File: src/hdl/wpf_pkg.sv
// ----------------------------------------------------------------------------
// wpf_pkg
// shared types and constants of the word packet framer
// ----------------------------------------------------------------------------
package wpf_pkg;

  // framing bytes
  localparam logic [7:0] HDR_A = 8'h2A;  // '*'
  localparam logic [7:0] HDR_B = 8'h23;  // '#'
  localparam logic [7:0] TRL_A = 8'h40;  // '@'
  localparam logic [7:0] TRL_B = 8'h21;  // '!'

  // byte slots of one item, in stream order
  localparam int          NUM_SLOTS  = 7;
  localparam logic [2:0]  SLOT_HDR_A = 3'd0;
  localparam logic [2:0]  SLOT_HDR_B = 3'd1;
  localparam logic [2:0]  SLOT_HI    = 3'd2;
  localparam logic [2:0]  SLOT_LO    = 3'd3;
  localparam logic [2:0]  SLOT_CSUM  = 3'd4;
  localparam logic [2:0]  SLOT_TRL_A = 3'd5;
  localparam logic [2:0]  SLOT_TRL_B = 3'd6;

  // classified item as held in the queue
  typedef struct packed {
    logic [15:0] word;
    logic        first;
    logic        last;
    logic        no_data;
    logic [7:0]  csum;     // checksum after this item's word
  } wpf_entry_t;

  // queue status seen by the front and the back
  typedef struct packed {
    logic full;
    logic empty;
  } wpf_qstat_t;

endpackage

File: src/hdl/word_packet_framer_xor.sv
// ----------------------------------------------------------------------------
// word_packet_framer_xor
// frames packets of 16-bit words into a byte stream with an xor checksum
// ----------------------------------------------------------------------------
// usage:
//   input channel (in_valid / in_stall) carries one item per transfer: a word
//   with first, last and no_data flags. output channel (out_valid / out_stall)
//   carries one byte per transfer, with run_end on the last byte of an item
//   and frame_end on the closing '!' of a packet.
//   an item yields header "*#" if first, its two word bytes unless no_data,
//   and checksum, "@", "!" if last; items that yield nothing are absorbed.
//   input to output: when the queue is empty, the first byte of an item
//   passes the queue head, written at the transfer edge, and then the output
//   register before it is offered.
//   throughput: one output byte per cycle while the receiver does not stall,
//   set by the single output register; a mid-packet word yields 2 bytes, an
//   item from 2 up to 7 bytes. the front accepts a new item every cycle while
//   the queue of QUEUE_DEPTH entries has room.
//   reset: synchronous, active low; clears the checksum, empties the queue
//   and drops the output valid.
//   stall: when the receiver stalls, the output byte holds, the back stops,
//   the queue fills and in_stall rises once the queue is full.
// ----------------------------------------------------------------------------
module word_packet_framer_xor #(
  parameter int QUEUE_DEPTH = 4
) (
  input  logic        clk,
  input  logic        rst_n,
  // input channel
  input  logic        in_valid,
  output logic        in_stall,
  input  logic [15:0] in_word,
  input  logic        in_first,
  input  logic        in_last,
  input  logic        in_no_data,
  // result channel
  output logic        out_valid,
  input  logic        out_stall,
  output logic [7:0]  out_byte,
  output logic        out_run_end,
  output logic        out_frame_end
);

  // front to queue
  logic                q_push;
  wpf_pkg::wpf_entry_t q_wdata;
  // queue to back
  logic                q_pop;
  wpf_pkg::wpf_entry_t q_head;
  wpf_pkg::wpf_qstat_t qstat;

  // front: takes items, updates the checksum, classifies and queues
  wpf_front u_front (
    .clk        (clk),
    .rst_n      (rst_n),
    .in_valid   (in_valid),
    .in_stall   (in_stall),
    .in_word    (in_word),
    .in_first   (in_first),
    .in_last    (in_last),
    .in_no_data (in_no_data),
    .qstat      (qstat),
    .q_push     (q_push),
    .q_wdata    (q_wdata)
  );

  // queue decouples the item rate from the byte rate
  wpf_fifo #(
    .DEPTH (QUEUE_DEPTH)
  ) u_fifo (
    .clk   (clk),
    .rst_n (rst_n),
    .push  (q_push),
    .wdata (q_wdata),
    .pop   (q_pop),
    .head  (q_head),
    .qstat (qstat)
  );

  // back: emits the bytes of the head item, one per cycle unless the receiver stalls
  wpf_back u_back (
    .clk           (clk),
    .rst_n         (rst_n),
    .head          (q_head),
    .qstat         (qstat),
    .q_pop         (q_pop),
    .out_valid     (out_valid),
    .out_stall     (out_stall),
    .out_byte      (out_byte),
    .out_run_end   (out_run_end),
    .out_frame_end (out_frame_end)
  );

  // a full queue never takes a push
  a_no_push_full: assert property (@(posedge clk) disable iff (!rst_n)
    qstat.full |-> !q_push)
    else $error("push into full queue");

  // the back only pops a present entry
  a_no_pop_empty: assert property (@(posedge clk) disable iff (!rst_n)
    q_pop |-> !qstat.empty)
    else $error("pop from empty queue");

  // the packet close is the trailer byte and ends its item
  a_frame_end: assert property (@(posedge clk) disable iff (!rst_n)
    (out_valid && out_frame_end) |-> (out_run_end && (out_byte == wpf_pkg::TRL_B)))
    else $error("frame end on wrong byte");

  // a byte that ends its item left the queue when it was produced
  a_run_end_pop: assert property (@(posedge clk) disable iff (!rst_n)
    (q_pop && !out_stall) |=> (out_valid && out_run_end))
    else $error("run end does not follow pop");

endmodule

File: src/hdl/wpf_front.sv
// ----------------------------------------------------------------------------
// wpf_front
// accepts items, keeps the running checksum and queues items with output
// ----------------------------------------------------------------------------
module wpf_front (
  input  logic               clk,
  input  logic               rst_n,
  input  logic               in_valid,
  output logic               in_stall,
  input  logic [15:0]        in_word,
  input  logic               in_first,
  input  logic               in_last,
  input  logic               in_no_data,
  input  wpf_pkg::wpf_qstat_t qstat,
  output logic               q_push,
  output wpf_pkg::wpf_entry_t q_wdata
);

  logic [7:0] xor_r;
  logic [7:0] xor_nxt;
  logic [7:0] xor_base;
  logic       accept;

  assign in_stall = qstat.full;
  assign accept   = in_valid && !qstat.full;

  // opening item clears the checksum before its own word
  assign xor_base = in_first ? 8'h00 : xor_r;
  always_comb begin
    xor_nxt = xor_r;
    if (accept) begin
      xor_nxt = in_no_data ? xor_base : (xor_base ^ in_word[15:8] ^ in_word[7:0]);
    end
  end

  // items that emit nothing never reach the queue
  assign q_push = accept && (in_first || in_last || !in_no_data);

  assign q_wdata.word    = in_word;
  assign q_wdata.first   = in_first;
  assign q_wdata.last    = in_last;
  assign q_wdata.no_data = in_no_data;
  assign q_wdata.csum    = xor_nxt;

  always_ff @(posedge clk) begin
    if (!rst_n) begin
      xor_r <= 8'h00;
    end else begin
      xor_r <= xor_nxt;
    end
  end

endmodule

File: src/hdl/wpf_fifo.sv
// ----------------------------------------------------------------------------
// wpf_fifo
// short queue between front and back with a registered head entry
// ----------------------------------------------------------------------------
module wpf_fifo #(
  parameter int DEPTH = 4
) (
  input  logic                clk,
  input  logic                rst_n,
  input  logic                push,
  input  wpf_pkg::wpf_entry_t wdata,
  input  logic                pop,
  output wpf_pkg::wpf_entry_t head,
  output wpf_pkg::wpf_qstat_t qstat
);

  localparam int AW = (DEPTH > 1) ? $clog2(DEPTH) : 1;
  localparam int CW = $clog2(DEPTH + 1);

  wpf_pkg::wpf_entry_t mem [DEPTH];
  wpf_pkg::wpf_entry_t head_r;

  logic [AW-1:0] wr_ptr_r;
  logic [AW-1:0] wr_ptr_nxt;
  logic [AW-1:0] rd_ptr_r;
  logic [AW-1:0] rd_ptr_nxt;
  logic [CW-1:0] count_r;
  logic [CW-1:0] count_nxt;

  function automatic logic [AW-1:0] ptr_inc(input logic [AW-1:0] p);
    logic [AW-1:0] r;
    if (p == AW'(DEPTH - 1)) begin
      r = '0;
    end else begin
      r = p + AW'(1);
    end
    return r;
  endfunction

  assign wr_ptr_nxt = push ? ptr_inc(wr_ptr_r) : wr_ptr_r;
  assign rd_ptr_nxt = pop  ? ptr_inc(rd_ptr_r) : rd_ptr_r;

  always_comb begin
    count_nxt = count_r;
    if (push && !pop) begin
      count_nxt = count_r + CW'(1);
    end else if (pop && !push) begin
      count_nxt = count_r - CW'(1);
    end
  end

  assign qstat.full  = (count_r == CW'(DEPTH));
  assign qstat.empty = (count_r == '0);
  assign head        = head_r;

  // storage and head read, with bypass when the new head is written now
  always_ff @(posedge clk) begin
    if (push) begin
      mem[wr_ptr_r] <= wdata;
    end
    if (push && (wr_ptr_r == rd_ptr_nxt)) begin
      head_r <= wdata;
    end else begin
      head_r <= mem[rd_ptr_nxt];
    end
  end

  always_ff @(posedge clk) begin
    if (!rst_n) begin
      wr_ptr_r <= '0;
      rd_ptr_r <= '0;
      count_r  <= '0;
    end else begin
      wr_ptr_r <= wr_ptr_nxt;
      rd_ptr_r <= rd_ptr_nxt;
      count_r  <= count_nxt;
    end
  end

endmodule

File: src/hdl/wpf_back.sv
// ----------------------------------------------------------------------------
// wpf_back
// walks the byte slots of the queue head and drives the output register
// ----------------------------------------------------------------------------
module wpf_back (
  input  logic                clk,
  input  logic                rst_n,
  input  wpf_pkg::wpf_entry_t head,
  input  wpf_pkg::wpf_qstat_t qstat,
  output logic                q_pop,
  output logic                out_valid,
  input  logic                out_stall,
  output logic [7:0]          out_byte,
  output logic                out_run_end,
  output logic                out_frame_end
);

  localparam int NS = wpf_pkg::NUM_SLOTS;

  logic          loaded_r;
  logic          loaded_nxt;
  logic [NS-1:0] rem_r;
  logic [NS-1:0] rem_nxt;
  logic [NS-1:0] mask_init;
  logic [NS-1:0] mask;
  logic [NS-1:0] sel_bit;
  logic [NS-1:0] rem_left;
  logic [2:0]    sel;
  logic          slot_free;
  logic          emit;
  logic [7:0]    byte_sel;

  logic          out_valid_r;
  logic [7:0]    out_byte_r;
  logic          out_run_end_r;
  logic          out_frame_end_r;

  assign mask_init = {head.last, head.last, head.last, !head.no_data, !head.no_data,
                      head.first, head.first};
  assign mask      = loaded_r ? rem_r : mask_init;

  // lowest pending slot
  always_comb begin
    sel = 3'd0;
    for (int i = NS - 1; i >= 0; i--) begin
      if (mask[i]) begin
        sel = 3'(i);
      end
    end
  end

  assign sel_bit  = NS'(1) << sel;
  assign rem_left = mask & ~sel_bit;

  assign slot_free = !out_valid_r || !out_stall;
  assign emit      = !qstat.empty && slot_free;
  assign q_pop     = emit && (rem_left == '0);

  always_comb begin
    case (sel)
      wpf_pkg::SLOT_HDR_A: byte_sel = wpf_pkg::HDR_A;
      wpf_pkg::SLOT_HDR_B: byte_sel = wpf_pkg::HDR_B;
      wpf_pkg::SLOT_HI:    byte_sel = head.word[15:8];
      wpf_pkg::SLOT_LO:    byte_sel = head.word[7:0];
      wpf_pkg::SLOT_CSUM:  byte_sel = head.csum;
      wpf_pkg::SLOT_TRL_A: byte_sel = wpf_pkg::TRL_A;
      wpf_pkg::SLOT_TRL_B: byte_sel = wpf_pkg::TRL_B;
      default:             byte_sel = 8'h00;
    endcase
  end

  always_comb begin
    loaded_nxt = loaded_r;
    rem_nxt    = rem_r;
    if (emit) begin
      loaded_nxt = (rem_left != '0);
      rem_nxt    = rem_left;
    end
  end

  always_ff @(posedge clk) begin
    if (!rst_n) begin
      loaded_r    <= 1'b0;
      out_valid_r <= 1'b0;
    end else begin
      loaded_r <= loaded_nxt;
      if (emit) begin
        out_valid_r <= 1'b1;
      end else if (!out_stall) begin
        out_valid_r <= 1'b0;
      end
    end
  end

  always_ff @(posedge clk) begin
    rem_r <= rem_nxt;
    if (emit) begin
      out_byte_r      <= byte_sel;
      out_run_end_r   <= (rem_left == '0);
      out_frame_end_r <= (sel == wpf_pkg::SLOT_TRL_B);
    end
  end

  assign out_valid     = out_valid_r;
  assign out_byte      = out_byte_r;
  assign out_run_end   = out_run_end_r;
  assign out_frame_end = out_frame_end_r;

endmodule
File: config.mk
export PLATFORM = sky130hd
export DESIGN_NAME = word_packet_framer_xor
export DESIGN_NICKNAME = d
export VERILOG_FILES = /design/src/hdl/wpf_pkg.sv /design/src/hdl/word_packet_framer_xor.sv /design/src/hdl/wpf_front.sv /design/src/hdl/wpf_fifo.sv /design/src/hdl/wpf_back.sv
export SDC_FILE = /design/constraint.sdc
export NUM_CORES = 1
export LEC_CHECK = 0
export BUFFER_PORTS_ARGS = -buffer_cell sky130_fd_sc_hd__buf_2
export CORE_MARGIN = 5
export CORE_UTILIZATION = 41
export DETAILED_ROUTE_END_ITERATION = 16
export PLACE_DENSITY = 0.67
export SLEW_MARGIN = 20
export SYNTH_ARGS = -nofsm -noshare
export SYNTH_HDL_FRONTEND = slang
export SYNTH_SLANG_ARGS = --single-unit
File: constraint.sdc
create_clock -name clk -period 5.87 [get_ports clk]
set_input_delay 1.4675 -clock clk [delete_from_list [all_inputs] [get_ports clk]]
set_output_delay 1.4675 -clock clk [all_outputs]
set_load 0.02 [all_outputs]
### Yosys cells after proc, flatten, opt, wreduce, memory -nomap -nowiden

Memory sizes are Yosys's and may differ from the RTL's. A register that Yosys moved wholly into a read port is not among the register bits.
Cells that the tools add are included.

| storage, ports and cells | value |
|---|---|
| register bits after elaboration | 34 |
| memory bits (writable) | 108 |
| output and inout bits | 12 |
| logic and storage cells | 73 |
| memories | 1 |

| operators by class | value |
|---|---|
| add/subtract/negate cells | 4 |
| equal/unequal tests | 10 |
| shifts and indexed selects | 1 |
| multiplexer cells | 21 |
| bitwise gates (word level) | 4 |
| reduce and logical (&&, ||, !) cells | 22 |

Memories:

| memory | words | bits a word | read ports | clocked after Yosys merged registers in | wr ports | RTL line | RTL |
|---|---|---|---|---|---|---|---|
| u_fifo.mem | 4 | 27 | 1 | 1 | 1 | wpf_fifo.sv:20 | `wpf_pkg::wpf_entry_t mem [DEPTH];` |

Operator list:

| operator | count |
|---|---|
| case mux 8 bit (7 select lines) | 1 |
| 2-to-1 mux 3 bit | 9 |
| 2-to-1 mux 8 bit | 3 |
| bitwise XOR 8 bit | 2 |
| == test 3 bit (second input constant) | 4 |
| logical NOT 1 bit | 8 |
| bitwise AND 7 bit | 1 |
| logical NOT 7 bit | 1 |
| 2-to-1 mux 7 bit | 1 |
| inverter 7 bit | 1 |
| nonzero test 7 bit | 1 |
| left shift 1 x 3 -> 7 bit (first input constant) | 1 |
| == test 3 x 2 -> 1 bit (second input constant) | 2 |
| logical AND 1 bit | 6 |
| logical NOT 3 bit | 2 |
| 2-to-1 mux 2 bit | 3 |
| adder 2 x 1 -> 2 bit (second input constant) | 2 |
| == test 2 bit (second input constant) | 2 |
| 2-to-1 mux 1 bit | 4 |
| adder 3 x 1 -> 3 bit (second input constant) | 1 |
| == test 3 x 1 -> 1 bit (second input constant) | 1 |
| logical OR 1 bit | 3 |
| subtractor 3 x 1 -> 3 bit (second input constant) | 1 |
| != test 2 x 1 -> 1 bit (second input constant) | 1 |
| nonzero test 2 bit | 1 |

### Longest topological paths before layout

| depth | value |
|---|---|
| depth after elaboration | 17 |
| gate-level depth with buffers | 15 |

### By module

From an unflattened synthesis, not the netlist that was laid out.

| second synthesis, totals | value |
|---|---|
| cells, all modules | 377 |
| area total of the unflattened synthesis | 6213.5 µm² |

By module, submodules not included:

| module | instances | cells each | area an instance (µm²) |
|---|---|---|---|
| wpf_fifo | 1 | 184 | 4388.0 |
| wpf_back | 1 | 108 | 1144.8 |
| wpf_front | 1 | 85 | 680.7 |

### Worst setup path before layout

Ideal clock, no wire load.

| timing path | value |
|---|---|
| kind | input port to flip-flop |
| start point | in out_stall |
| end point | reg u_fifo.count_r[2] |
| library setup time | 76 ps |
| arrival | 3994 ps |
| required time | 5794 ps |
| slack | 1801 ps |
| stages on the path | 12 |
| buffers on the path | 1 |
| path through | a21oi_1 -> inv_1 -> a2111oi_2 -> and2b_1 -> buf_6 -> inv_2 -> ha_1 -> inv_1 -> fa_1 -> xor2_1 -> or3_1 -> a21boi_0 |

| on the way | value |
|---|---|
| cells in the longest elaborated chain, start to end | 7 |
| elaborated cells on any way between the ends | 9 |
| those cells by class | 1 x mux; 8 x reduce/logical |

Ends and longest elaborated chain:

| item | RTL line | RTL |
|---|---|---|
| start, declared | word_packet_framer_xor.sv:38 | `input logic out_stall,` |
| logical NOT 1 bit * | wpf_back.sv:55 | `assign slot_free = !out_valid_r \|\| !out_stall;` |
| logical OR 1 bit * | wpf_back.sv:55 |  |
| logical AND 1 bit * | wpf_back.sv:56 | `assign emit = !qstat.empty && slot_free;` |
| logical AND 1 bit * | wpf_back.sv:57 | `assign q_pop = emit && (rem_left == '0);` |
| logical NOT 1 bit | wpf_fifo.sv:45 | `if (push && !pop) begin` |
| logical AND 1 bit | wpf_fifo.sv:45 |  |
| 2-to-1 mux 3 bit / nonzero test 2 bit (equally long branches) | n/a |  |
| end signal, assigned | wpf_fifo.sv:76 | `count_r <= count_nxt;` |
| end, declared | wpf_fifo.sv:27 | `logic [CW-1:0] count_r;` |

Every way passes the cells marked *; elsewhere a longest branch is shown, timed or not.
A chain may end at the register's enable or synchronous reset.

==> flow_summary_export.csv <==
group,metric,value,unit
outcome,outcome,"finished, final reports clean",
finish,fin_area,0.00701,mm^2
die,row_count,44,
cts,cts.sinks,144,
power_and_ir_drop,power.leakage,2.39,nW
placed_design,io_buffers,34,
timing,fin_crit_sh,72.1,%
grt,grt_antenna_before_repair,0,
routing,wl,11700,um
grt,track_usage,14.0,%
die,die_h,132,um
cts,ctsHoldBuffers,0,
finish,fillers,1276,
job,cap_violations,0,
routing,vias_per_cell,5.21,
setup_path,worstRegToRegCells,13,
cts,cts-htree-levels,4,
timing,whs,483,ps
die,initial_core_util,41.7,%
power_and_ir_drop,finalPower,0.00330,W
synth,ys_types,52,
setup_path,critPathLaunchType,"register",
finish,drive_gt1_share,24.6,%
die,core-area,0.0145,mm^2
min_path,holdPathStages,2,
cts,cts_buffers,17,
power_and_ir_drop,peakVddDrop,0.000219,V
timing,post-route-min-period,4230,ps
timing,finalSetupViolCount,0,
cts,clk_pin_slew,60,ps
power_and_ir_drop,power_frac_comb,24.8,%
routing,avgRoutedWirePerCell,18.8,um
setup_path,arrival,4550,ps
finish,antennaDiodeCount,0,
synth,yosysTopAreaCell,"edfxtp_1",
power_and_ir_drop,p_seq_share,43.8,%
synth,synth_top_area_share,62.0,%
routing,route.detailed.drc,0,
finish,areaGrowthSynthToFinish,15.7,%
synth,synthCells,377,
die,die_w,132,um
synth,synth_nets,407,
setup_path,cp-end-kind,"register",
setup_path,worst-setup-path-type,"reg2reg",
routing,ant_nets,0,
grt,grt_max_degree,28,
timing,max_slew.worst_pin.slew,793,ps
power_and_ir_drop,p_clk_share,31.4,%
synth,syn-cell-area,0.00605,mm^2
placed_design,place_hpwl,7470,um
power_and_ir_drop,power_density,471,mW/mm^2
synth,synth-seq-area-share,68.3,%
setup_path,crit_fanout,16,
min_path,min_from,"u_fifo.rd_ptr_r[1]",
timing,setup_tns,0,ps
min_path,hold_class,"reg2reg",
synth,ys_seq_elements,144,
die,die_area,0.0173,mm^2
grt,grt_pass1_wl,18500,um
finish,finalCoreUtilization,48.2,%
cts,post_cts_buffers,0,
grt,grt_pass1_vias,3274,
timing,clock.fmax,0.236,GHz
routing,drt_iter0_drc,344,
die,io_pins,35,
power_and_ir_drop,switchingPower,0.00101,W
finish,multi_input_area,0.00182,mm^2
cts,worstSkewPairLatency,410,ps
synth,ys_async_sr_fraction,0,%
routing,via_count,3247,
synth,synth.area.top_cells,"edfxtp_1 (62%), mux4_2 (8.2%), dfxtp_1 (6.3%), xnor2_1 (2.5%), nand2_1 (2.0%)",
cts,clock-root-buffer,"clkbuf_16",
timing,fin_skew,5.88,ps
timing,rsz0062_at_grt,"no",
placed_design,gp_congestion,0.844,
cts,cts.path.max_buffers,2,
synth,yosys_most_used_dff,"edfxtp_1",
setup_path,critPathRequiredTime,6190,ps
finish,seq_area,0.00414,mm^2
timing,slew_headroom,47.1,%
timing,hold_viol,0,
power_and_ir_drop,switching_share,30.4,%
power_and_ir_drop,internal-power,0.00230,W
timing,maxSlewViolCount,0,
synth,synth_edf_count,125,
cts,cts_resized,0,
placed_design,dpl_cell_area,0.00644,mm^2
finish,finalNetCount,456,
grt,gr-total-overflow,0,
synth,syn_area_per_cell,16.1,um^2
routing,drt_first_pass_iters,4,
synth,synth_warnings,0,
cts,cts_tree,"done",
[Yosys cell counts, types with 2 or more instances]
master and instances:
nand3_1 2, or2_2 4, edfxtp_1 125, xnor2_1 17
o221ai_1 2, mux4_2 22, mux4_1 3, and2_1 16
dfxtp_1 19, a21boi_0 3, o21ai_0 7, inv_1 6
mux2i_1 7, o311ai_0 2, nor3_1 5, mux2_2 3
nor2b_1 7, ha_1 6, and2b_1 5, nand2_1 33
o22ai_1 2, or3_1 3, nor2_1 18, o211ai_1 2
nand2b_1 12, clkbuf_1 5, buf_6 4, a21oi_1 12
nor3b_1 2
[worst paths after layout]
path,endpoint,slack [ps]
setup / recovery,u_fifo.count_r[2],1640
hold / removal,u_fifo.rd_ptr_r[1],480
setup reg to reg,u_fifo.count_r[2],1640
hold reg to reg,u_fifo.rd_ptr_r[1],480
[critical path, cell delays in order (launching register included)]
cell	delay [ps]
dfxtp_1	830
buf_4	380
mux4_2	360
o22a_2	260
a2111o_1	530
a2111oi_2	320
and2b_1	300
inv_2	80
ha_1	210
inv_1	70
fa_1	180
xor2_1	80
or3_1	300
a21boi_0	240
[per-stage QoR]
step           std cells  worst slack [ps]
3_5_place_dp         591              1560
6_report             623              1640
4_1_cts              623              1570
5_1_grt              623              1430
3_3_place_gp         591              1780
2_1_floorplan        377              1800
[flip-flops by register name (all words and copies together) (netlist names), named ones only]
signal	count
u_fifo.mem	108
u_back.out_byte	8
u_front.xor_r	8
u_back.rem_r	7
u_fifo.count_r	3
u_fifo.rd_ptr_r	2
u_fifo.wr_ptr_r	2
u_back.loaded_r	1
u_back.out_frame_end	1
u_back.out_run_end	1
u_back.out_valid	1
[cell families after synthesis]
family	after synthesis	synth area share [%]
buffers and inverters	18	1.69
muxes	37	11.6
and+or+nand+nor	112	9.59
xor gates and xnor gates	18	2.60
other	1	0.0619
adders and majority gates	7	1.57
DFF	144	68.3
AOI/OAI and AO/OA	40	4.57
[layer usage]
| metal | track usage, % | up-vias | part of all wire, % |
|---|---|---|---|
| li1 | - | 1537 | - |
| met1 | 19.4 | 1632 | 46 |
| met2 | 21.1 | 66 | 48 |
| met3 | 3.17 | 12 | 4.4 |
| met4 | 6.34 | 0 | 1.5 |
| met5 | 0 | - | 0 |
[power by group through the flow]
stage,combinational [W],sequential [W],clock [W]
after floorplan,0.000557,0.00148,0
after global placement,0.000815,0.00146,0
after detailed placement,0.000822,0.00147,0
after CTS,0.000826,0.00145,0.00106
after global routing,0.000898,0.00147,0.00111
final,0.000818,0.00145,0.00104
[area by class of cell]
type | count | share of cell area [%]
Clock inverter | 13 | 1.98
Sequential cell | 144 | 59.0
Multi-Input combinational cell | 215 | 26.0
Clock buffer | 19 | 6.18
Timing Repair Buffer | 41 | 3.18
Tap cell | 184 | 3.29
Inverter | 7 | 0.375
[placed cells by master (no fill, tap or decap), drive strengths merged, types with 2 or more instances in the layout]
cell and n:
edfxtp 125, buf 41, nand2 33, mux4 25, dfxtp 19, clkbuf 19, nor2 18, xnor2 17
and2 16, nand2b 12, a21oi 12, inv 9, mux2i 7, nor2b 7, o21ai 7, ha 6
clkinv 6, nor3 5, and2b 5, mux2 5, or2 4, or3 3, a21boi 3, clkinvlp 3
nor3b 2, o22ai 2, o221ai 2, o311ai 2, o211ai 2, nand3 2, bufinv 2
No activity file was read; power rests on OpenSTA's default activity.
